$ cat config.mk
export PLATFORM = sky130hd
export DESIGN_NAME = gdme_ram
export DESIGN_NICKNAME = d
export VERILOG_FILES = /design/src/gdme_ram.sv
export SDC_FILE = /design/constraint.sdc
export NUM_CORES = 1
export LEC_CHECK = 0
export ABC_AREA = 1
export BUFFER_PORTS_ARGS = -buffer_cell sky130_fd_sc_hd__buf_4
export CAP_MARGIN = 10
export CORE_MARGIN = 2
export CORE_UTILIZATION = 40
export DETAILED_ROUTE_END_ITERATION = 16
export PLACE_DENSITY = 0.67
export SYNTH_ARGS = -nofsm -noshare
export SYNTH_HDL_FRONTEND = slang
export SYNTH_SLANG_ARGS = --single-unit
$ cat constraint.sdc
create_clock -name clk -period 1.3 [get_ports clk]
set_input_delay 0.065 -clock clk [delete_from_list [all_inputs] [get_ports clk]]
set_output_delay 0.065 -clock clk [all_outputs]
set_load 0.05 [all_outputs]
$ cat src/gdme_ram.sv
`timescale 1ns / 1ps
// ----------------------------------------------------------------------------
// gdme_ram
// Generic single-write, single-read RAM with registered read data.
// ----------------------------------------------------------------------------
module gdme_ram #(
  parameter int WIDTH = 8,
  parameter int DEPTH = 16
) (
  input  logic                     clk,
  input  logic                     we,
  input  logic [$clog2(DEPTH)-1:0] waddr,
  input  logic [WIDTH-1:0]         wdata,
  input  logic [$clog2(DEPTH)-1:0] raddr,
  output logic [WIDTH-1:0]         rdata
);

  logic [WIDTH-1:0] mem [DEPTH];
  logic [WIDTH-1:0] rdata_r;

  always_ff @(posedge clk) begin
    if (we) begin
      mem[waddr] <= wdata;
    end
    rdata_r <= mem[raddr];
  end

  assign rdata = rdata_r;

endmodule

Yosys cells after proc, flatten, opt, wreduce, memory -nomap -nowiden

Memory sizes are Yosys's and may differ from the RTL's. A register that Yosys moved wholly into a read port is not among the register bits.
Index checks and enable logic that the tools add are counted.

Memory bits (writable): 128
Memories: 1
Logic and storage cells: 3
Output and inout bits: 8
Register bits: 0

Multiplexer cells: 2

Memories:

| memory | words | bits a word | rd ports | clocked after Yosys merged registers in | write ports | RTL line | text |
|---|---|---|---|---|---|---|---|
| mem    | 16    | 8           | 1        | 1                                       | 1           | 18       | `logic [WIDTH-1:0] mem [DEPTH];` |

Operators with widths:

| kind             | count |
|---|---|
| 2-to-1 mux 1 bit | 2 |

Depth between registers and ports, before layout

Word-level depth: 2
Depth in mapped cells: 8

Worst setup path after synthesis

OpenSTA, ideal clock, no wires.

Path kind: input -> register
Start point: in waddr[2]
End point: mem mem[10][0], enable pin
Path slack: 0.284 ns
Required time: 0.930 ns
Stages on the path: 2
Path buffers: 0
Data arrival time: 0.646 ns
Cells stage by stage: nand3b_1 > nor2_1

RTL lines:

| what            | RTL line | text |
|---|---|---|
| start, declared | 12       | `input logic [$clog2(DEPTH)-1:0] waddr,` |
| end, declared   | 18       |  |

Straight into the memory's write port.

==> flow_summary.toml <==
[clock_network]
clock-sinks = 136
clk_path_buf_depth = 2
htreeDepth = 4
cts_resized = 0
cts_setup_buffers = 0
cts_tree = "built"
path_clk_slew_ns = 0.06
root_buffer = "clkbuf_16"
numCtsBuffers = 17
clk_latency_ns = 0.42

[floorplan]
initial_core_util = 0.4123
core_um2 = 13990
die_h_um = 124.1
die_x_um = 124.1
die_area_um2 = 15390
rows = 43
pin_count = 26

[logic_synthesis]
syn_area_per_cell_um2 = 10.47
synthCells = 551
synthXorXnorAreaFrac = 0
synthTopCellsByArea = "edfxtp_1, nand2_1, nand3_1"
synth_top_area_share = 0.6665
synth_compound_gate_area_share = 0
synth-seq-cells = 136
synth-simple-area-share = 0.2105
syn_nets = 569
ys_types = 12
synth.largest_area_cell = "edfxtp_1"
ys_seq_area_frac = 0.6943
netlist_area_um2 = 5767
muxShareOfSynthArea = 0
synth_warnings = 0
synth_top_family_by_area = "simple AND/OR/NAND/NOR gates"
synthAdderAreaFrac = 0

[timing]
fin_crit_sh = 0.8073
tightest_slew_ns = 0.3755
slew_violations = 0
relSlewSlack = 0.7497
period_needed_ns = 1.049
max_freq_ghz = 0.9529
setup_viol_count_final = 0
rsz0062_at_grt = "no"
setup_tns_ns = 0
whs_ns = -0.0008170
finalClockSkew_ns = 0.004983
final_hold_viol_count = 3

[layout]
antenna_cells = 0
final_cell_mix = "nand2_1, edfxtp_1, inv_1"
multi_input_area_um2 = 1214
layout-drive-gt1-share = 0.1370
fin_nets = 618
num-fill-cells = 1235
seqCellArea_um2 = 4004
final_common_cell = "nand2_1"
fin_cells = 793
area_growth_pct = 19.40

[global_route]
grt_max_degree = 37
grt_pass1_wl_mm = 19.78
grt.total_usage = 0.1777
grt_pass1_vias = 3663
antenna_found_initial = 0
grt_overflow = 0

[routing]
totalWireLength_mm = 12.52
vias_per_cell = 4.869
postRouteAntennaNets = 0
drc = 0
dr.pass1.iters = 7
num_vias = 3861
wl_per_cell_um = 15.79
drt_iter0_drc = 302

[critical_path]
slowest_stage = "edfxtp_1"
reg2regPathDepth = 6
path_class = "reg2reg"
cp_data_arrival_time_ns = 1.36
cp-start-kind = "flop"
crit_path_max_incr_delay_ns = 0.38
worst-path-max-fanout = 1
crit_chain = "inv_1, nand2_1, nand3_1, nand3_1, nand3_1, nand2_1"
cp.required_ns = 1.61
cp_common_cell = "nand3_1"
crit_path_end_kind = "flop"

[run_status]
status = "finished, violations left"
failed_checks = "negative hold slack"

[run]
cap_violations = 0

[power]
p_per_area_nw_per_um2 = 1529
irDropWorstVdd_mv = 0.9020
leakage_nw = 2.988

[placement]
dp.cells = 759
io_buffers = 25
gp_congestion = 0.8265
dp_hpwl_mm = 7.888

[min_path]
hold_path.class = "in2reg"
holdPathStages = 1
[routing by layer]
layer / routed length [um] / GRT usage / vias up / part of all wire
met5: 0 / 0 / - / 0
met4: 372 / 0.08287 / 0 / 0.030
met3: 690 / 0.04441 / 27 / 0.055
met2: 5835 / 0.2736 / 133 / 0.47
met1: 5619 / 0.2370 / 1827 / 0.45
li1: - / - / 1874 / -
[cell usage after synthesis]
master	count
nand2_1	173
buf_6	6
buf_4	4
buf_1	1
dfxtp_1	8
nand3b_1	2
buf_2	13
nor2_1	17
nand3_1	97
edfxtp_1	128
inv_2	2
inv_1	100
[cell type report]
| cell class | instances | area share |
|---|---|---|
| multi-input combinational | 289 | 0.1763 |
| clock inverter | 15 | 0.02526 |
| tap | 180 | 0.03271 |
| sequential | 136 | 0.5815 |
| timing repair buffer | 54 | 0.06687 |
| inverter | 102 | 0.05561 |
| clock buffer | 17 | 0.06178 |
[kinds of logic after synthesis]
family	Yosys count
simple gates	289
buf+inv	126
flops	136
[final timing paths]
path,from,to,slack [ns]
setup / recovery,mem[3][7],rdata[7],0.25
hold / removal,wdata[2],mem[7][2],-0.0008
setup reg to reg,mem[3][7],rdata[7],0.25
hold reg to reg,mem[12][1],rdata[1],0.66
[through the flow]
stage	instance area, um2	worst slack (ns)	total power [mW]	utilization	hold slack, ns
CTS	6885	0.2357	10.58	0.4922	0.002866
finish	6885	0.2506	10.53	0.4922	-0.0008170
detailed placement	6266	0.1411	5.772	0.4479	0.3937
global route	6885	0.1889	10.82	0.4922	0.01201
floorplan	5767	0.2842	5.463	-	0.1639
global placement	6266	0.1387	5.760	0.4479	0.3938
[what timing repair did]
action                     in CTS  in global routing
setup endpoints to repair       0                  0
hold buffers                    2                  0
hold endpoints to repair       22                  0
[where the power goes]
part,total [mW],switching (mW),internal [mW]
clock,4.84,1.83,3.02
combinational,0.755,0.519,0.236
sequential,4.93,0.0307,4.90
[state kept, by name, summed over array words and instances (netlist names)]
name	cells
rdata	8
mem	128
[critical path, delay by kind of cell (launching register included)]
family	cells	cell delay [ns]
flops	1	0.38
simple gates	5	0.50
buf+inv	1	0.06
Power figures use the tool's default switching activity.
