--- config.mk ---
export PLATFORM = sky130hd
export DESIGN_NAME = gdme_lane
export DESIGN_NICKNAME = d
export VERILOG_FILES = /design/src/gdme_pkg.sv /design/src/gdme_lane.sv
export SDC_FILE = /design/constraint.sdc
export NUM_CORES = 1
export LEC_CHECK = 0
export BUFFER_PORTS_ARGS = -buffer_cell sky130_fd_sc_hd__clkbuf_2
export CAP_MARGIN = 25
export CORE_AREA = 4 4 67 69
export DETAILED_ROUTE_END_ITERATION = 10
export DIE_AREA = 0 0 71 73
export PLACE_DENSITY = 0.75
export SYNTH_ARGS = -nofsm -noshare
export SYNTH_HDL_FRONTEND = slang
export SYNTH_SLANG_ARGS = --single-unit
--- constraint.sdc ---
create_clock -name vclk -period 5.75
set_input_delay 0.575 -clock vclk [all_inputs]
set_output_delay 0.575 -clock vclk [all_outputs]
set_load 0.1 [all_outputs]
--- src/gdme_pkg.sv ---
`timescale 1ns / 1ps
// ----------------------------------------------------------------------------
// gdme_pkg
// Shared constants, types and direction helpers for the maze explorer.
// ----------------------------------------------------------------------------
package gdme_pkg;

  localparam int MAX_ROWS  = 32;
  localparam int MAX_COLS  = 32;
  localparam int ROW_W     = $clog2(MAX_ROWS);
  localparam int COL_W     = $clog2(MAX_COLS);
  localparam int CELLS     = MAX_ROWS * MAX_COLS;
  localparam int CELL_W    = $clog2(CELLS);
  localparam int SP_W      = CELL_W + 1;
  localparam int BANKS     = 4;
  localparam int BANK_W    = 2;
  localparam int BANK_ROWS = MAX_ROWS / BANKS;
  localparam int BIDX_W    = $clog2(BANK_ROWS);
  localparam int DIRS      = 4;
  localparam int DIR_W     = 2;
  localparam int DIM_W     = 6;
  localparam int READ_W    = 8;
  localparam int CFG_IDX_W = 1;

  localparam logic [CFG_IDX_W-1:0] CFG_GRID_WIDTH  = 1'd0;
  localparam logic [CFG_IDX_W-1:0] CFG_GRID_HEIGHT = 1'd1;

  localparam logic [READ_W-1:0] WALL_CHAR = 8'h62;
  localparam logic [DIM_W-1:0]  DIM_MIN   = 6'd2;
  localparam logic [DIM_W-1:0]  DIM_RESET = 6'd32;

  localparam int START_ROW = 1;
  localparam int START_COL = 1;

  localparam logic [DIR_W-1:0] DIR_UP    = 2'd0;
  localparam logic [DIR_W-1:0] DIR_RIGHT = 2'd1;
  localparam logic [DIR_W-1:0] DIR_DOWN  = 2'd2;
  localparam logic [DIR_W-1:0] DIR_LEFT  = 2'd3;

  typedef logic [MAX_COLS-1:0] row_word_t;

  typedef struct packed {
    logic             cand;
    logic [ROW_W-1:0] nrow;
    logic [COL_W-1:0] ncol;
    row_word_t        wr_word;
  } lane_res_t;

  typedef struct packed {
    logic             has_move;
    logic [DIR_W-1:0] dir;
    logic             back;
    logic             push;
    logic             pop;
    logic [ROW_W-1:0] row;
    logic [COL_W-1:0] col;
    row_word_t        wr_word;
  } decision_t;

  // two's complement row step of a direction
  function automatic logic [1:0] dir_drow(input logic [DIR_W-1:0] d);
    logic [1:0] s;
    case (d)
      DIR_UP:   s = 2'b11;
      DIR_DOWN: s = 2'b01;
      default:  s = 2'b00;
    endcase
    return s;
  endfunction

  // two's complement column step of a direction
  function automatic logic [1:0] dir_dcol(input logic [DIR_W-1:0] d);
    logic [1:0] s;
    case (d)
      DIR_RIGHT: s = 2'b01;
      DIR_LEFT:  s = 2'b11;
      default:   s = 2'b00;
    endcase
    return s;
  endfunction

endpackage

--- src/gdme_lane.sv ---
`timescale 1ns / 1ps
// ----------------------------------------------------------------------------
// gdme_lane
// One neighbour lane: bounds, wall and visited check for a single direction.
// ----------------------------------------------------------------------------
module gdme_lane (
  input  logic [gdme_pkg::DIR_W-1:0]  dir,
  input  logic [gdme_pkg::READ_W-1:0] reading,
  input  logic [gdme_pkg::ROW_W-1:0]  cur_row,
  input  logic [gdme_pkg::COL_W-1:0]  cur_col,
  input  logic [gdme_pkg::DIM_W-1:0]  eff_h,
  input  logic [gdme_pkg::DIM_W-1:0]  eff_w,
  input  gdme_pkg::row_word_t         row_word,
  output gdme_pkg::lane_res_t         res
);
  import gdme_pkg::*;

  logic [1:0]       dr;
  logic [1:0]       dc;
  logic [ROW_W+1:0] nr_ext;
  logic [COL_W+1:0] nc_ext;
  logic             in_grid;
  logic             wall;
  logic [COL_W-1:0] nc;

  always_comb begin
    dr      = dir_drow(dir);
    dc      = dir_dcol(dir);
    nr_ext  = {2'b00, cur_row} + {{ROW_W{dr[1]}}, dr};
    nc_ext  = {2'b00, cur_col} + {{COL_W{dc[1]}}, dc};
    in_grid = (nr_ext < (ROW_W+2)'(eff_h)) && (nc_ext < (COL_W+2)'(eff_w));
    wall    = (reading == WALL_CHAR);
    nc      = nc_ext[COL_W-1:0];

    res.cand    = in_grid && !wall && !row_word[nc];
    res.nrow    = nr_ext[ROW_W-1:0];
    res.ncol    = nc;
    res.wr_word = row_word | ({{(MAX_COLS-1){1'b0}}, 1'b1} << nc);
  end

endmodule

# After elaboration in Yosys (flattened, before gate mapping)

Cells that the tools add are included.

Register bits: 0
Input bits: 64
Output and inout port bits: 43
Logic and storage cells: 21

Add/subtract/negate cells: 2
$lt $le $gt $ge: 3
Eq/ne operators: 4
Shift operators: 1
Mux-type cells: 4
Bitwise logic cells: 1
Reduce and logical (&&, ||, !) cells: 6

Operators with widths:

| kind                                                                         | count |
|---|---|
| 32-bit bitwise OR                                                            | 1 |
| 1-bit by 5-bit left shift with 32-bit output, first input constant           | 1 |
| 6-bit by 2-bit adder with 7-bit output                                       | 2 |
| 7-bit by 6-bit less-than comparator with 1-bit output                        | 2 |
| 8-bit by 7-bit == test with 1-bit output, second input constant              | 1 |
| 2-bit one-hot mux with 2 select lines                                        | 2 |
| 5-bit by 6-bit less-than comparator with 1-bit output, second input constant | 1 |
| 1-bit binary-select mux with 5-bit select                                    | 1 |
| 2-bit == test, second input constant                                         | 2 |
| 1-bit logical AND                                                            | 3 |
| 2-bit by 1-bit == test with 1-bit output, second input constant              | 1 |
| 1-bit logical NOT                                                            | 2 |
| 2-bit logical NOT                                                            | 1 |
| 1-bit two-way mux                                                            | 1 |

# Logic depth before layout (Yosys ltp)

Word-level depth: 7
Depth in mapped cells: 15
Mapped depth without buffers: 14

# Worst setup path after synthesis

No wires, ideal clock.

Path type: input -> output
Start point: input dir[1] in the netlist's numbering
End point: output res[42] in the netlist's numbering
Arrival time: 6067 ps
Required time: 5175 ps
Slack: -892 ps
Stages: 15
Buffers on the path: 1
Path through: or2_2 > buf_2 > xnor2_1 > ha_1 > o21ai_0 > nand2_1 > o22ai_1 > xor2_1 > ha_1 > a21o_1 > a211oi_1 > nand2_1 > a211oi_1 > nand4_1 > o22ai_1

RTL lines:

| element     | line            | source |
|---|---|---|
| from (decl) | gdme_lane.sv:7  | `input logic [gdme_pkg::DIR_W-1:0] dir,` |
| to (decl)   | gdme_lane.sv:14 | `output gdme_pkg::lane_res_t res` |

==> summary.txt <==
Pwr
  – P_leak: 1.08 nW
  – Clock share of power: 0
  – Pwr Density: 230 nW/um^2
  – Switch share: 0.763
  – Pwr Total: 0.440 mW
  – Gate power share: 1.000
  – IR drop worst, VDD: 0.000156 V
  – Sequential share of power: 0
  – P_sw: 0.335 mW
  – P_int: 0.104 mW

Synth
  – Syn. warnings: 0
  – Mapped Area: 1340 um^2
  – Syn nets: 245
  – Top post-synthesis cells by count: 18 x a21o_1, 16 x ha_1, 16 x o21bai_1
  – Largest area contributor in the netlist: ha_1
  – Cells after synthesis: 165
  – Synth top area share: 0.150
  – Netlist cell types: 44
  – Sequential element share of the synthesized area: 0
  – Area contributors post-synth: ha_1 15%, mux4_2 13%, a21o_1 10%
  – Cell with the most instances after synthesis: a21o_1
  – Syn avg cell area: 8.11 um^2

Critical path
  – CP max stage cell: clkbuf_2
  – Crit path launch type: input port
  – Worst-path fanout max: 12
  – WP data required: 5.18 ns
  – Critical path class: input port to primary output
  – Crit path DAT: 3.99 ns
  – Crit path cell chain: clkbuf_2 > nand2_2 > inv_2 > ha_1 > o21a_1 > o32ai_2 > xnor2_2 > inv_2 > ha_1 > a21o_1 > a22oi_1 > nand2_1 > a211oi_1 > nand4_1 > o22ai_2 > clkbuf_2
  – Kind of end point of the critical path: primary output
  – Max incr delay on CP: 0.48 ns

Routing
  – Initial DRT Pass Iterations: 4
  – Via density: 5.24
  – Via Count: 1,662
  – Post-DRT Antenna Nets: 0
  – Final wirelength: 4550 um
  – Avg WL per Cell: 14.4 um
  – DRC: 0
  – First DRT Iteration DRCs: 22

Clock network
  – Post-CTS Setup Bufs: 0
  – Post-CTS sizing: 0
  – Post-cts hold buffer count: 0

Timing
  – Fin. Hold Viols: 0
  – Slew HR: 0.436
  – Slew Limit Fails: 0
  – Fmax: 0.219 GHz
  – Worst Tran Pin Value: 0.846 ns
  – Worst hold slack: 1.74 ns
  – Final period util: 0.795
  – Fin Setup TNS: 0 ns
  – Final setup fails: 0
  – Period minus WS final: 4.57 ns
  – RSZ-0062 raised after global routing: false

Cells and area
  – Clk_buf instances: 0
  – ANT cells: 0
  – Register area: 0 um^2
  – Filler Cells Inserted: 401
  – Multi-input logic area: 1250 um^2
  – FFs & Latches: 0
  – Layout area overhead: 42.6%
  – Final #Nets: 349
  – Layout cells sized above 1: 0.509

Global routing
  – Vias in the first global route: 1,714
  – Pin count of the biggest net entering global routing: 17
  – Remaining Overflow, GRT: 0
  – Total track usage: 0.169
  – Initial antenna violation count: 0
  – Global-route wire length before repair: 7400 um

Worst hold path
  – Type of the worst min-delay path: input port to primary output
  – Hold Path Depth: 3

Placement
  – RePlAce Congestion: 0.832
  – I/O Buffers: 107
  – DP HPWL: 4020 um

Die
  – Die height: 73 um
  – Die X: 71 um
  – Die Footprint: 5180 um^2
  – Core Area: 3910 um^2
  – Number of core rows: 23
  – Num ports: 107
  – Initial Util: 0.342

Flow run
  – Max_cap viols: 0

Run status
  – Status: completed
## metal layers
metal / vias up / global-route usage / part of all wire
met1: 736 / 0.199 / 0.40
met2: 97 / 0.323 / 0.48
met4: 0 / 0.0230 / 0.0088
met3: 4 / 0.0303 / 0.11
met5: - / 0 / 0
li1: 825 / - / -
## cells in the final DEF (no fill, tap or decap), types with 2 or more instances in the layout
master,n
o21bai_1,16
nor2b_1,2
mux4_2,8
clkbuf_2,107
maj3_1,2
xnor2_2,2
xor2_2,2
o21ai_0,3
nand2_1,10
inv_1,13
nand3_1,9
nand3b_4,2
nor3_1,3
xnor2_1,5
nor2_2,3
nand2_2,2
nor2_1,7
ha_1,16
inv_2,3
a211oi_1,2
a21oi_1,8
nand4_1,4
o2111ai_1,2
a21o_1,18
nand2b_1,2
## cell type report
class,instances,area share
repair buffers,107,0.280
multi-input cells,144,0.655
inverters,16,0.0315
well taps,50,0.0328
## cell families (layout without fill, tap and decap cells)
kind of cell             after synthesis  in the layout  synth area share
AO/OA/AOI/OAI                         58             58             0.314
XOR/XNOR                               9              9            0.0757
buffers and inverters                 21            123            0.0757
multiplexers                           8              8             0.135
adder cells (fa/ha/maj)               18             18             0.164
AND/OR/NAND/NOR                       51             51             0.236
## worst paths after layout
path / endpoint / slack [ns] / startpoint
min: res[17] / 1.74 / row_word[17]
max: res[42] / 1.18 / dir[0]
## worst max-delay path: cells and delay by family
family          cells  cell delay [ns]
buf+inv             4             0.91
xor+xnor            1             0.22
compound gates      6             1.21
fa+ha+maj           2             0.71
simple gates        3             0.37
## power groups by stage
| stage | clock network [mW] | logic [mW] | registers, mW |
|---|---|---|---|
| 5_1_grt | 0 | 0.464 | 0 |
| 2_1_floorplan | 0 | 0.363 | 0 |
| 4_1_cts | 0 | 0.442 | 0 |
| 3_5_place_dp | 0 | 0.440 | 0 |
| 3_3_place_gp | 0 | 0.438 | 0 |
| 6_report | 0 | 0.440 | 0 |
## per-stage QoR
stage | area, um^2 | instances | utilization | worst slack [ns]
after floorplan | 1350 | 165 | - | 0.324
after global placement | 1910 | 317 | 0.488 | 1.25
after detailed placement | 1910 | 317 | 0.488 | 1.19
after CTS | 1910 | 317 | 0.488 | 1.16
after global routing | 1910 | 317 | 0.488 | 0.860
final | 1910 | 317 | 0.488 | 1.18
Power figures use the tool's default switching activity.
