File: src/gdme_pkg.sv
`timescale 1ns / 1ps
// ----------------------------------------------------------------------------
// gdme_pkg
// Shared constants, types and direction helpers for the maze explorer.
// ----------------------------------------------------------------------------
package gdme_pkg;

  localparam int MAX_ROWS  = 32;
  localparam int MAX_COLS  = 32;
  localparam int ROW_W     = $clog2(MAX_ROWS);
  localparam int COL_W     = $clog2(MAX_COLS);
  localparam int CELLS     = MAX_ROWS * MAX_COLS;
  localparam int CELL_W    = $clog2(CELLS);
  localparam int SP_W      = CELL_W + 1;
  localparam int BANKS     = 4;
  localparam int BANK_W    = 2;
  localparam int BANK_ROWS = MAX_ROWS / BANKS;
  localparam int BIDX_W    = $clog2(BANK_ROWS);
  localparam int DIRS      = 4;
  localparam int DIR_W     = 2;
  localparam int DIM_W     = 6;
  localparam int READ_W    = 8;
  localparam int CFG_IDX_W = 1;

  localparam logic [CFG_IDX_W-1:0] CFG_GRID_WIDTH  = 1'd0;
  localparam logic [CFG_IDX_W-1:0] CFG_GRID_HEIGHT = 1'd1;

  localparam logic [READ_W-1:0] WALL_CHAR = 8'h62;
  localparam logic [DIM_W-1:0]  DIM_MIN   = 6'd2;
  localparam logic [DIM_W-1:0]  DIM_RESET = 6'd32;

  localparam int START_ROW = 1;
  localparam int START_COL = 1;

  localparam logic [DIR_W-1:0] DIR_UP    = 2'd0;
  localparam logic [DIR_W-1:0] DIR_RIGHT = 2'd1;
  localparam logic [DIR_W-1:0] DIR_DOWN  = 2'd2;
  localparam logic [DIR_W-1:0] DIR_LEFT  = 2'd3;

  typedef logic [MAX_COLS-1:0] row_word_t;

  typedef struct packed {
    logic             cand;
    logic [ROW_W-1:0] nrow;
    logic [COL_W-1:0] ncol;
    row_word_t        wr_word;
  } lane_res_t;

  typedef struct packed {
    logic             has_move;
    logic [DIR_W-1:0] dir;
    logic             back;
    logic             push;
    logic             pop;
    logic [ROW_W-1:0] row;
    logic [COL_W-1:0] col;
    row_word_t        wr_word;
  } decision_t;

  // two's complement row step of a direction
  function automatic logic [1:0] dir_drow(input logic [DIR_W-1:0] d);
    logic [1:0] s;
    case (d)
      DIR_UP:   s = 2'b11;
      DIR_DOWN: s = 2'b01;
      default:  s = 2'b00;
    endcase
    return s;
  endfunction

  // two's complement column step of a direction
  function automatic logic [1:0] dir_dcol(input logic [DIR_W-1:0] d);
    logic [1:0] s;
    case (d)
      DIR_RIGHT: s = 2'b01;
      DIR_LEFT:  s = 2'b11;
      default:   s = 2'b00;
    endcase
    return s;
  endfunction

endpackage

File: src/gdme_merge.sv
`timescale 1ns / 1ps
// ----------------------------------------------------------------------------
// gdme_merge
// Pick the first open lane in up, right, down, left order while the stack has room, else backtrack if it is non-empty.
// ----------------------------------------------------------------------------
module gdme_merge (
  input  gdme_pkg::lane_res_t         lane_res [gdme_pkg::DIRS],
  input  logic                        stack_ok,
  input  logic                        stack_any,
  input  logic [gdme_pkg::ROW_W-1:0]  cur_row,
  input  logic [gdme_pkg::COL_W-1:0]  cur_col,
  input  logic [gdme_pkg::ROW_W-1:0]  pop_row,
  input  logic [gdme_pkg::COL_W-1:0]  pop_col,
  output gdme_pkg::decision_t         dec
);
  import gdme_pkg::*;

  logic             found;
  logic [DIR_W-1:0] sel;
  logic [ROW_W:0]   cr_x;
  logic [ROW_W:0]   pr_x;
  logic [COL_W:0]   cc_x;
  logic [COL_W:0]   pc_x;

  always_comb begin
    found = 1'b0;
    sel   = DIR_UP;
    for (int k = DIRS - 1; k >= 0; k--) begin
      if (lane_res[k].cand) begin
        found = 1'b1;
        sel   = DIR_W'(k);
      end
    end

    cr_x = {1'b0, cur_row};
    pr_x = {1'b0, pop_row};
    cc_x = {1'b0, cur_col};
    pc_x = {1'b0, pop_col};

    dec          = '0;
    dec.row      = cur_row;
    dec.col      = cur_col;
    dec.wr_word  = lane_res[sel].wr_word;
    if (stack_ok && found) begin
      dec.has_move = 1'b1;
      dec.push     = 1'b1;
      dec.dir      = sel;
      dec.row      = lane_res[sel].nrow;
      dec.col      = lane_res[sel].ncol;
    end else if (stack_any) begin
      dec.has_move = 1'b1;
      dec.pop      = 1'b1;
      dec.back     = 1'b1;
      dec.row      = pop_row;
      dec.col      = pop_col;
      if (pr_x + 1'b1 == cr_x) begin
        dec.dir = DIR_UP;
      end else if (cr_x + 1'b1 == pr_x) begin
        dec.dir = DIR_DOWN;
      end else if (pc_x + 1'b1 == cc_x) begin
        dec.dir = DIR_LEFT;
      end else begin
        dec.dir = DIR_RIGHT;
      end
    end
  end

endmodule

File: config.mk
export PLATFORM = sky130hd
export DESIGN_NAME = gdme_merge
export DESIGN_NICKNAME = d
export VERILOG_FILES = /design/src/gdme_pkg.sv /design/src/gdme_merge.sv
export SDC_FILE = /design/constraint.sdc
export NUM_CORES = 1
export LEC_CHECK = 0
export BUFFER_PORTS_ARGS = -buffer_cell sky130_fd_sc_hd__buf_2
export CORE_AREA = 2 2 94 96
export DETAILED_ROUTE_END_ITERATION = 10
export DIE_AREA = 0 0 96 98
export GPL_TIMING_DRIVEN = 0
export SETUP_SLACK_MARGIN = 0.05
export SYNTH_ARGS = -nofsm -noshare
export SYNTH_HDL_FRONTEND = slang
export SYNTH_SLANG_ARGS = --single-unit
File: constraint.sdc
create_clock -name vclk -period 1.7
set_input_delay 0.255 -clock vclk [all_inputs]
set_output_delay 0.255 -clock vclk [all_outputs]
set_load 0.01 [all_outputs]
== Yosys cells after proc, flatten, opt, wreduce, memory -nomap -nowiden ==
Cells that the tools add are included.

* Output and inout port bits: 48
* Input bits: 194
* Bits in registers: 0
* Logic and storage cells: 30

* Multiplexer cells: 21
* $lt $le $gt $ge: 1
* Bitwise logic cells: 1
* Reductions and logical operators: 1
* Add/sub/neg operators: 3
* Equality and inequality tests: 3

{| class="wikitable"
|+ Operators by type and width
! operator !! count
|-
| $bmux W43 S2 || 1
|-
| $mux W42 || 2
|-
| $add A5 B1 Y6 const B || 3
|-
| $eq A6 B5 Y1 || 3
|-
| $mux W2 || 7
|-
| $mux W11 || 1
|-
| $mux W10 || 1
|-
| $mux W1 || 7
|-
| $mux W4 || 1
|-
| $ge A3 B3 Y1 const B || 1
|-
| $mux W3 || 1
|-
| $not A2 Y3 || 1
|-
| $logic_and A1 B1 Y1 || 1
|}

== Longest topological paths before layout ==
Gate-level depths: netlist of run 1.

* Depth in word-level cells: 9
* Mapped depth: 6
* Depth with buffers taken out: 6

== Worst setup path before layout of run 1 ==
No wires, ideal clock.

* Kind: input -> output
* From: in lane_res[85] (netlist name)
* To: out dec[34] (netlist name)
* Stages on the path: 6
* Data required time: 1.445 ns
* Arrival time: 1.530 ns
* Path buffers: 1
* Path slack: -0.085 ns
* Cell sequence: nand2b_4 > a21oi_4 > buf_12 > mux4_2 > nand2_1 > o21ai_0

{| class="wikitable"
|+ RTL lines
! item !! RTL line !! text
|-
| from (decl) || gdme_merge.sv:7 || <nowiki>input gdme_pkg::lane_res_t lane_res [gdme_pkg::DIRS],</nowiki>
|-
| to (decl) || gdme_merge.sv:14 || <nowiki>output gdme_pkg::decision_t dec</nowiki>
|}

==> key figures, run 1 <==
Critical path
  • Crit path launch: lane_res[85]
  • Crit path max fanout: 5
  • Worst endpoint required time: 1440 ps
  • CP endpoint kind: output pin
  • CP arrival: 1720 ps
  • CP startpoint kind: primary input
  • Worst Setup EP: dec[4]
  • Critical path type: primary input to output pin

Floorplan
  • Core Region: 0.00847 sq mm
  • # rows: 34
  • # IOs: 242
  • Starting Density: 20.7%
  • Die Wd: 96 microns
  • DIE AREA: 0.00941 sq mm
  • Chip Height: 98 microns

Synth
  • Avg Cell Area, Syn: 11.5 sq um
  • Synth warnings: 0
  • Cell Area, Synth: 0.00175 sq mm
  • Top cells by area, synth: mux4_2, mux4_1, mux2i_1
  • Syn nets: 349
  • Area leader, netlist: mux4_2
  • Register area share after synthesis: 0%
  • Distinct cell type count after synthesis: 39
  • Gate Count Post-Synth: 152
  • Post-synth top area share: 46.3%

Placed design
  • Buffers added on ports: 241
  • Placed Cells: 501
  • Placer Congestion: 0.783
  • HPWL Detailed: 7340 microns

Layout
  • Seq cells: 0
  • Multi-input logic area: 0.00174 sq mm
  • Area Overhead vs Synth: 111%
  • Antenna cells: 0
  • Filler instances: 857
  • Layout Cells excl Fill: 519
  • Final design utilization: 43.7%
  • Reg area: 0 sq um
  • CLK BUF: 0
  • Layout cells sized above 1: 83.2%
  • Post-layout nets: 610

STA
  • Fin. Hold Viols: 0
  • Fin crit period: 1970 ps
  • Worst-margin pin slew: 743 ps
  • Fin crit share: 116%
  • Rel. slew slack: 50.5%
  • RSZ-0062 raised after global routing: yes
  • Final setup fails: 45
  • Final setup margin: -274 ps
  • Final TNS setup: -8720 ps
  • Achievable Freq: 507 MHz
  • Final Max Slew Viols: 0

Global route
  • Vias in the first global route: 2474
  • Initial antenna violation count: 1
  • Gr usage total: 16.3%
  • Global-route wire length before repair: 12300 microns
  • Pin count of the biggest net entering global routing: 11
  • GRT overflow: 0

Clock network
  • Hold Buf Count CTS: 0

Run
  • Max-cap viol count: 0

Detailed routing
  • DRT Wirelength: 8730 microns
  • Final ANT Viol Nets: 0
  • Initial DRC count: 57
  • Via/cell ratio: 4.72
  • DR WL/cell: 16.8 microns
  • DRC Markers: 0
  • Via count: 2448
  • Pre-Repair DR Iteration Count: 4

Status
  • Status: complete, but fails checks
  • Failing checks: negative setup slack

Power and ir drop
  • Pleak: 1.78 nW
  • Cell Pwr Density: 308 mW/mm^2
  • Maximum VDD drop: 132 uV

Min path
  • Min-Delay Path Class: primary input to output pin
-- worst max-delay path, cell delays in order --
cell,delay [ps]
buf_8,90
nand2b_4,130
a21oi_4,170
buf_12,150
buf_6,110
clkbuf_16,140
mux4_2,520
buf_6,140
-- worst min path at each step --
stage                  startpoint  endpoint  slack [ps]  depth (start not counted)
finish                 cur_row[0]   dec[37]         900                          4
global route        lane_res[147]   dec[18]         920                          3
CTS                     stack_any   dec[42]         900                          3
detailed placement  lane_res[154]   dec[25]         910                          3
global placement    lane_res[132]    dec[3]         910                          3
floorplan                stack_ok   dec[46]         670                          2
-- cell usage after synthesis (2+ instances only) --
| master | number |
|---|---|
| a21oi_1 | 4 |
| buf_2 | 5 |
| buf_6 | 3 |
| ha_1 | 3 |
| inv_1 | 3 |
| mux2i_1 | 10 |
| mux4_1 | 6 |
| mux4_2 | 36 |
| nand2_1 | 19 |
| nand3_1 | 4 |
| nand4_1 | 2 |
| nor2_1 | 3 |
| nor2b_1 | 4 |
| o211ai_1 | 4 |
| o21ai_0 | 11 |
| xnor2_1 | 7 |
| xor2_1 | 6 |
-- cell type report --
class	count	area share, %
multi-input cells	136	47.1
repair buffers	259	44.7
plain buffers	13	4.22
well taps	108	3.65
inverters	3	0.304
-- kinds of logic (layout without fill, tap and decap cells) --
| kind of cell | Yosys count | count (layout) | synth area share [%] |
|---|---|---|---|
| buf+inv | 16 | 275 | 6.78 |
| compound gates | 28 | 28 | 10.8 |
| fa+ha+maj | 3 | 3 | 2.14 |
| simple gates | 39 | 39 | 11.6 |
| xor+xnor | 14 | 14 | 7.78 |
| mux | 52 | 52 | 61.0 |
-- cell usage in the layout (no fill, tap or decap), types with 2 or more instances in the layout --
cell type  synthesis  final
buf_12             1      8
mux4_2            36     42
nand2_2            0      5
xnor2_1            7      5
o211ai_1           4      4
nor2_1             3      2
ha_4               0      3
inv_2              0      2
buf_8              0      4
nand2_1           19     14
o21ai_0           11      2
nand3_1            4      4
xor2_1             6      5
xnor2_2            0      2
nand4_1            2      2
o21ai_2            0      8
nor2b_1            4      4
buf_6              3     33
a21oi_1            4      3
buf_2              5    207
mux2i_1           10     10
buf_4              1     16
-- power breakdown --
group          total [W]  switching (W)  internal (W)  leakage, nW
Clock                  0              0             0            0
Sequential             0              0             0            0
Combinational    0.00114       0.000450      0.000690         1.78
Total            0.00114       0.000450      0.000690         1.78
-- through the flow --
stage,total power (W),worst slack [ps],cell area (sq um),hold slack (ps)
detailed placement,0.000906,-682,3120,905
global route,0.00123,-333,3700,916
global placement,0.000891,-673,3120,906
finish,0.00114,-274,3700,896
CTS,0.00106,-298,3510,896
floorplan,0.000481,-17.9,1780,670
-- repair_timing --
item	CTS	global route
cloned	2	1
resized for setup	65	33
endpoints found under the setup margin	48	45
pin swaps	20	9
buffers inserted	11	5
endpoints found under the hold margin	0	0
-- metal layers --
metal / routed length [microns] / track usage, % / vias up
li1: - / - / 1164
met1: 3240 / 20.8 / 1139
met2: 4650 / 30.0 / 145
met3: 827 / 2.78 / 0
met4: 0 / 0.110 / 0
met5: 0 / 0 / -
No activity file was read; power rests on OpenSTA's default activity.
==> run 2: changes to the inputs <==
==> constraint.sdc (replaced) <==
create_clock -name vclk -period 1.7
set_input_delay 0.17 -clock vclk [all_inputs]
set_output_delay 0.17 -clock vclk [all_outputs]
set_load 0.01 [all_outputs]
==> run 2 against run 1 <==
Net effect:
- the run still ends with negative setup slack left
- cell area shrank 3.1%
- die area did not move
- sequential share of layout area is the same
- global-route usage up 2.4 points
- total power fell by 3.5%
- first-iteration DRC count is 25% higher
- critical path depth up 1
- via count rose by 4.0%
- hold slack worse by 160 ps
- core utilization fell by 1.4 points
- cell count stayed put
- sequential cell count unchanged
- highest routed layer is now met5
==> key figures, run 2 (same netlist as run 1, synthesis figures left out) <==
Floorplan
  • Chip Height: 98 microns
  • Die Wd: 96 microns
  • # IOs: 242
  • # rows: 34
  • DIE AREA: 0.00941 sq mm
  • Core Region: 0.00847 sq mm
  • Starting Density: 20.7%

Critical path
  • CP arrival: 1640 ps
  • CP endpoint kind: output pin
  • Critical path type: primary input to output pin
  • Slowest stage delay, CP: 530 ps
  • CP startpoint kind: primary input
  • Critical path cell sequence: buf_8 -> nand2b_4 -> a21oi_4 -> buf_12 -> buf_12 -> mux4_2 -> nand2_2 -> o21ai_1 -> buf_2
  • Crit path max fanout: 9
  • Most common cell on crit path: buf_12
  • Worst endpoint required time: 1530 ps
  • Critical-path top delay cell: mux4_2

Layout
  • Post-layout nets: 610
  • Final design utilization: 42.4%
  • Most frequent cells in the layout: buf_2, mux4_2, buf_6
  • Antenna cells: 0
  • Area Overhead vs Synth: 105%
  • Reg area: 0 sq um
  • CLK BUF: 0
  • Seq cells: 0
  • Layout Cells excl Fill: 519
  • Layout cells sized above 1: 80.0%
  • Commonest non-fill, non-tap cell in the layout: buf_2
  • Multi-input logic area: 0.00172 sq mm
  • Filler instances: 870

Power and ir drop
  • Net Sw Frac: 40.6%
  • Maximum VDD drop: 119 uV
  • Switching power: 0.000448 W
  • Power share of the sequential group: 0%
  • Comb pwr share: 100.0%
  • Pleak: 1.75 nW
  • Clock group share of total power: 0%
  • Int Power: 0.000654 W
  • Cell Pwr Density: 307 mW/mm^2

Detailed routing
  • Met3 wire length: 775 microns
  • DRT Wirelength: 9810 microns
  • Pre-Repair DR Iteration Count: 4
  • Final ANT Viol Nets: 0
  • DRC Markers: 0
  • Uppermost layer routed: met5
  • Met2 wire len: 4730 microns
  • Via/cell ratio: 4.91
  • DR WL/cell: 18.9 microns
  • Via count: 2547
  • Initial DRC count: 71
  • DRT met1 WL: 4150 microns

STA
  • Hold_ws: 738 ps
  • Fin crit period: 1810 ps
  • Final setup fails: 42
  • Final Max Slew Viols: 0
  • RSZ-0062 raised after global routing: yes
  • Achievable Freq: 551 MHz
  • Fin crit share: 107%
  • Worst-margin pin slew: 741 ps
  • Fin. Hold Viols: 0
  • Rel. slew slack: 50.6%
  • Final setup margin: -114 ps

Global route
  • Initial antenna violation count: 2
  • Gr usage total: 18.7%
  • Global-route wire length before repair: 13600 microns
  • Vias in the first global route: 2614
  • GRT overflow: 0
  • Pin count of the biggest net entering global routing: 11

Placed design
  • HPWL Detailed: 8310 microns
  • Placed Cells: 501
  • Placer Congestion: 0.783
  • Buffers added on ports: 241

Status
  • Failing checks: negative setup slack
  • Status: complete, but fails checks

Run
  • Max-cap viol count: 0

Min path
  • Min-Delay Path Class: primary input to output pin
[run 2: critical path, delay by kind of cell]
kind	cells	cell delay (ps)
muxes	1	530
buffers and inverters	4	520
and+or+nand+nor	2	220
AOI/OAI and AO/OA	2	200
[run 2: layer usage]
| metal | vias to the layer above | GRT usage [%] |
|---|---|---|
| met4 | 4 | 1.87 |
| met3 | 16 | 3.24 |
| met2 | 153 | 31.6 |
| met5 | - | 0 |
| met1 | 1216 | 25.6 |
| li1 | 1158 | - |
[run 2: repair_timing]
| action | 4_1_cts | 5_1_grt |
|---|---|---|
| hold buffers | 0 | 0 |
| gates resized for setup | 50 | 29 |
| pin swaps | 14 | 8 |
| endpoints found under the setup margin | 47 | 44 |
| setup buffers | 10 | 4 |
| cloned | 1 | 3 |
[run 2: power by group through the flow]
stage                     Sequential (W)  Combinational [W]  Clock (W)
after floorplan                        0           0.000466          0
after global placement                 0           0.000877          0
after detailed placement               0           0.000896          0
after CTS                              0            0.00103          0
after global routing                   0            0.00118          0
final                                  0            0.00110          0
[run 2: area by class of cell]
class | count | share of cell area (%)
Multi-Input combinational cell | 136 | 47.9
Timing Repair Buffer | 259 | 44.0
Inverter | 3 | 0.314
Tap cell | 108 | 3.77
Buffer | 13 | 4.01
[run 2: metrics by stage]
stage | instance area (sq um) | total power [W] | setup slack [ps] | setup TNS, ps
detailed placement | 3090 | 0.000896 | -416 | -9820
global route | 3590 | 0.00118 | -181 | -4940
global placement | 3090 | 0.000877 | -375 | -9080
CTS | 3400 | 0.00103 | -149 | -3530
floorplan | 1750 | 0.000466 | 84.7 | 0
finish | 3590 | 0.00110 | -114 | -3260
[run 2: final timing paths]
| path | startpoint | end | depth (start not counted) |
|---|---|---|---|
| max | lane_res[85] | dec[36] | 9 |
| min | lane_res[16] | dec[16] | 3 |
==> run 3: changes to the inputs <==
--- a/config.mk
+++ b/config.mk
@@ -11,6 +11,7 @@
 export DIE_AREA = 0 0 96 98
 export GPL_TIMING_DRIVEN = 0
 export SETUP_SLACK_MARGIN = 0.05
+export SKIP_LAST_GASP = 1
 export SYNTH_ARGS = -nofsm -noshare
 export SYNTH_HDL_FRONTEND = slang
 export SYNTH_SLANG_ARGS = --single-unit
==> run 3 against run 2 <==
Net effect:
- the run still ends with negative setup slack left
- global-route usage hardly changed
- first-iteration DRC count grew 14%
- critical path type unchanged
- total power is 5.7% lower
==> key figures, run 3 (same netlist as run 1, synthesis figures left out) <==
Status
  • Status: complete, but fails checks
  • Failing checks: negative setup slack

STA
  • Achievable Freq: 552 MHz
  • Worst-margin pin slew: 733 ps
  • Fin crit share: 107%
  • Rel. slew slack: 51.1%
  • Final setup margin: -113 ps
  • Final Max Slew Viols: 0
  • Fin crit period: 1810 ps
  • Final setup fails: 42
  • RSZ-0062 raised after global routing: yes
  • Hold_ws: 739 ps
  • Fin. Hold Viols: 0

Floorplan
  • DIE AREA: 0.00941 sq mm
  • # rows: 34
  • Die Wd: 96 microns
  • # IOs: 242
  • Starting Density: 20.7%
  • Chip Height: 98 microns
  • Core Region: 0.00847 sq mm

Power and ir drop
  • Comb pwr share: 100.0%
  • Clock group share of total power: 0%
  • PnR Total Power: 0.00104 W
  • Int Power: 0.000606 W
  • Maximum VDD drop: 98.8 uV
  • Switching power: 0.000433 W
  • Net Sw Frac: 41.7%
  • Power share of the sequential group: 0%
  • Pleak: 1.72 nW
  • Cell Pwr Density: 299 mW/mm^2

Layout
  • Reg area: 0 sq um
  • Most frequent cells in the layout: buf_2, mux4_2, nand2_1
  • Antenna cells: 0
  • Commonest non-fill, non-tap cell in the layout: buf_2
  • Filler instances: 874
  • Post-layout nets: 610
  • CLK BUF: 0
  • Final Instance Area: 0.00348 sq mm
  • Final design utilization: 41.1%
  • Area Overhead vs Synth: 98.4%
  • Seq cells: 0
  • Layout cells sized above 1: 79.8%
  • Layout Cells excl Fill: 519

Critical path
  • Crit path launch: lane_res[85]
  • CP startpoint kind: primary input
  • Crit path max fanout: 9
  • CP endpoint kind: output pin
  • CP arrival: 1640 ps
  • Worst endpoint required time: 1530 ps
  • Critical path type: primary input to output pin
  • Worst Setup EP: dec[37]

Detailed routing
  • Via count: 2533
  • DR WL/cell: 18.7 microns
  • DRT Wirelength: 9700 microns
  • DRC Markers: 0
  • Initial DRC count: 81
  • Pre-Repair DR Iteration Count: 4
  • Via/cell ratio: 4.88
  • Final ANT Viol Nets: 0

Placed design
  • Buffers added on ports: 241
  • HPWL Detailed: 8310 microns
  • Placer Congestion: 0.783
  • Area post-placement: 0.00309 sq mm
  • Placed Cells: 501

Global route
  • GRT overflow: 0
  • Vias in the first global route: 2628
  • Gr usage total: 18.6%
  • Global-route wire length before repair: 13600 microns
  • Pin count of the biggest net entering global routing: 11
  • Initial antenna violation count: 2

Clock network
  • Hold Buf Count CTS: 0

Run
  • Max-cap viol count: 0

Min path
  • Min-Delay Path Class: primary input to output pin
[run 3: per-stage QoR]
stage | TNS, ps | worst slack [ps]
global placement | -9080 | -375
floorplan | 0 | 84.7
CTS | -3560 | -149
finish | -3260 | -113
global route | -5150 | -184
detailed placement | -9820 | -416
[run 3: power by group through the flow]
stage	registers [W]	logic, W	clock network [W]
finish	0	0.00104	0
global route	0	0.00111	0
CTS	0	0.00100	0
detailed placement	0	0.000896	0
global placement	0	0.000877	0
floorplan	0	0.000466	0
[run 3: timing repair]
| item | CTS | global route |
|---|---|---|
| buffers inserted | 10 | 4 |
| gates resized for setup | 41 | 10 |
| cloned | 1 | 3 |
| endpoints found under the setup margin | 47 | 44 |
| pin swaps | 13 | 8 |
[run 3: how the worst min path moves through the flow]
stage              end  slack [ps]          from  cells past startpoint
2_1_floorplan  dec[46]         500      stack_ok                      2
3_3_place_gp    dec[2]         730   lane_res[2]                      3
3_5_place_dp   dec[16]         740  lane_res[16]                      3
4_1_cts        dec[47]         720  lane_res[85]                      4
5_1_grt        dec[16]         740  lane_res[59]                      3
6_report        dec[1]         740   lane_res[1]                      3
[run 3: final cells by class]
cell class                 instances  area, sq um  area share (%)
multi-input combinational        136         1700            48.9
timing repair buffer             259         1490            42.7
inverter                           3         11.3           0.324
tap                              108          135            3.89
buffer                            13          144            4.14
[run 3: routing by layer]
| layer | GRT usage [%] | vias up | wire [microns] | share of wire (%) |
|---|---|---|---|---|
| met3 | 3.16 | 12 | 850 | 8.8 |
| met1 | 25.8 | 1208 | 4080 | 42 |
| li1 | - | 1156 | - | - |
| met5 | 0 | - | 24 | 0.25 |
| met2 | 31.3 | 153 | 4650 | 48 |
| met4 | 1.87 | 4 | 100 | 1.0 |
[run 3: worst max-delay path, cell delays in order]
cell and delay (ps):
buf_8 100, nand2b_4 130, a21oi_4 140, buf_12 150, buf_12 130, mux4_2 500, nand2_1 80, o21ai_0 80
buf_2 150
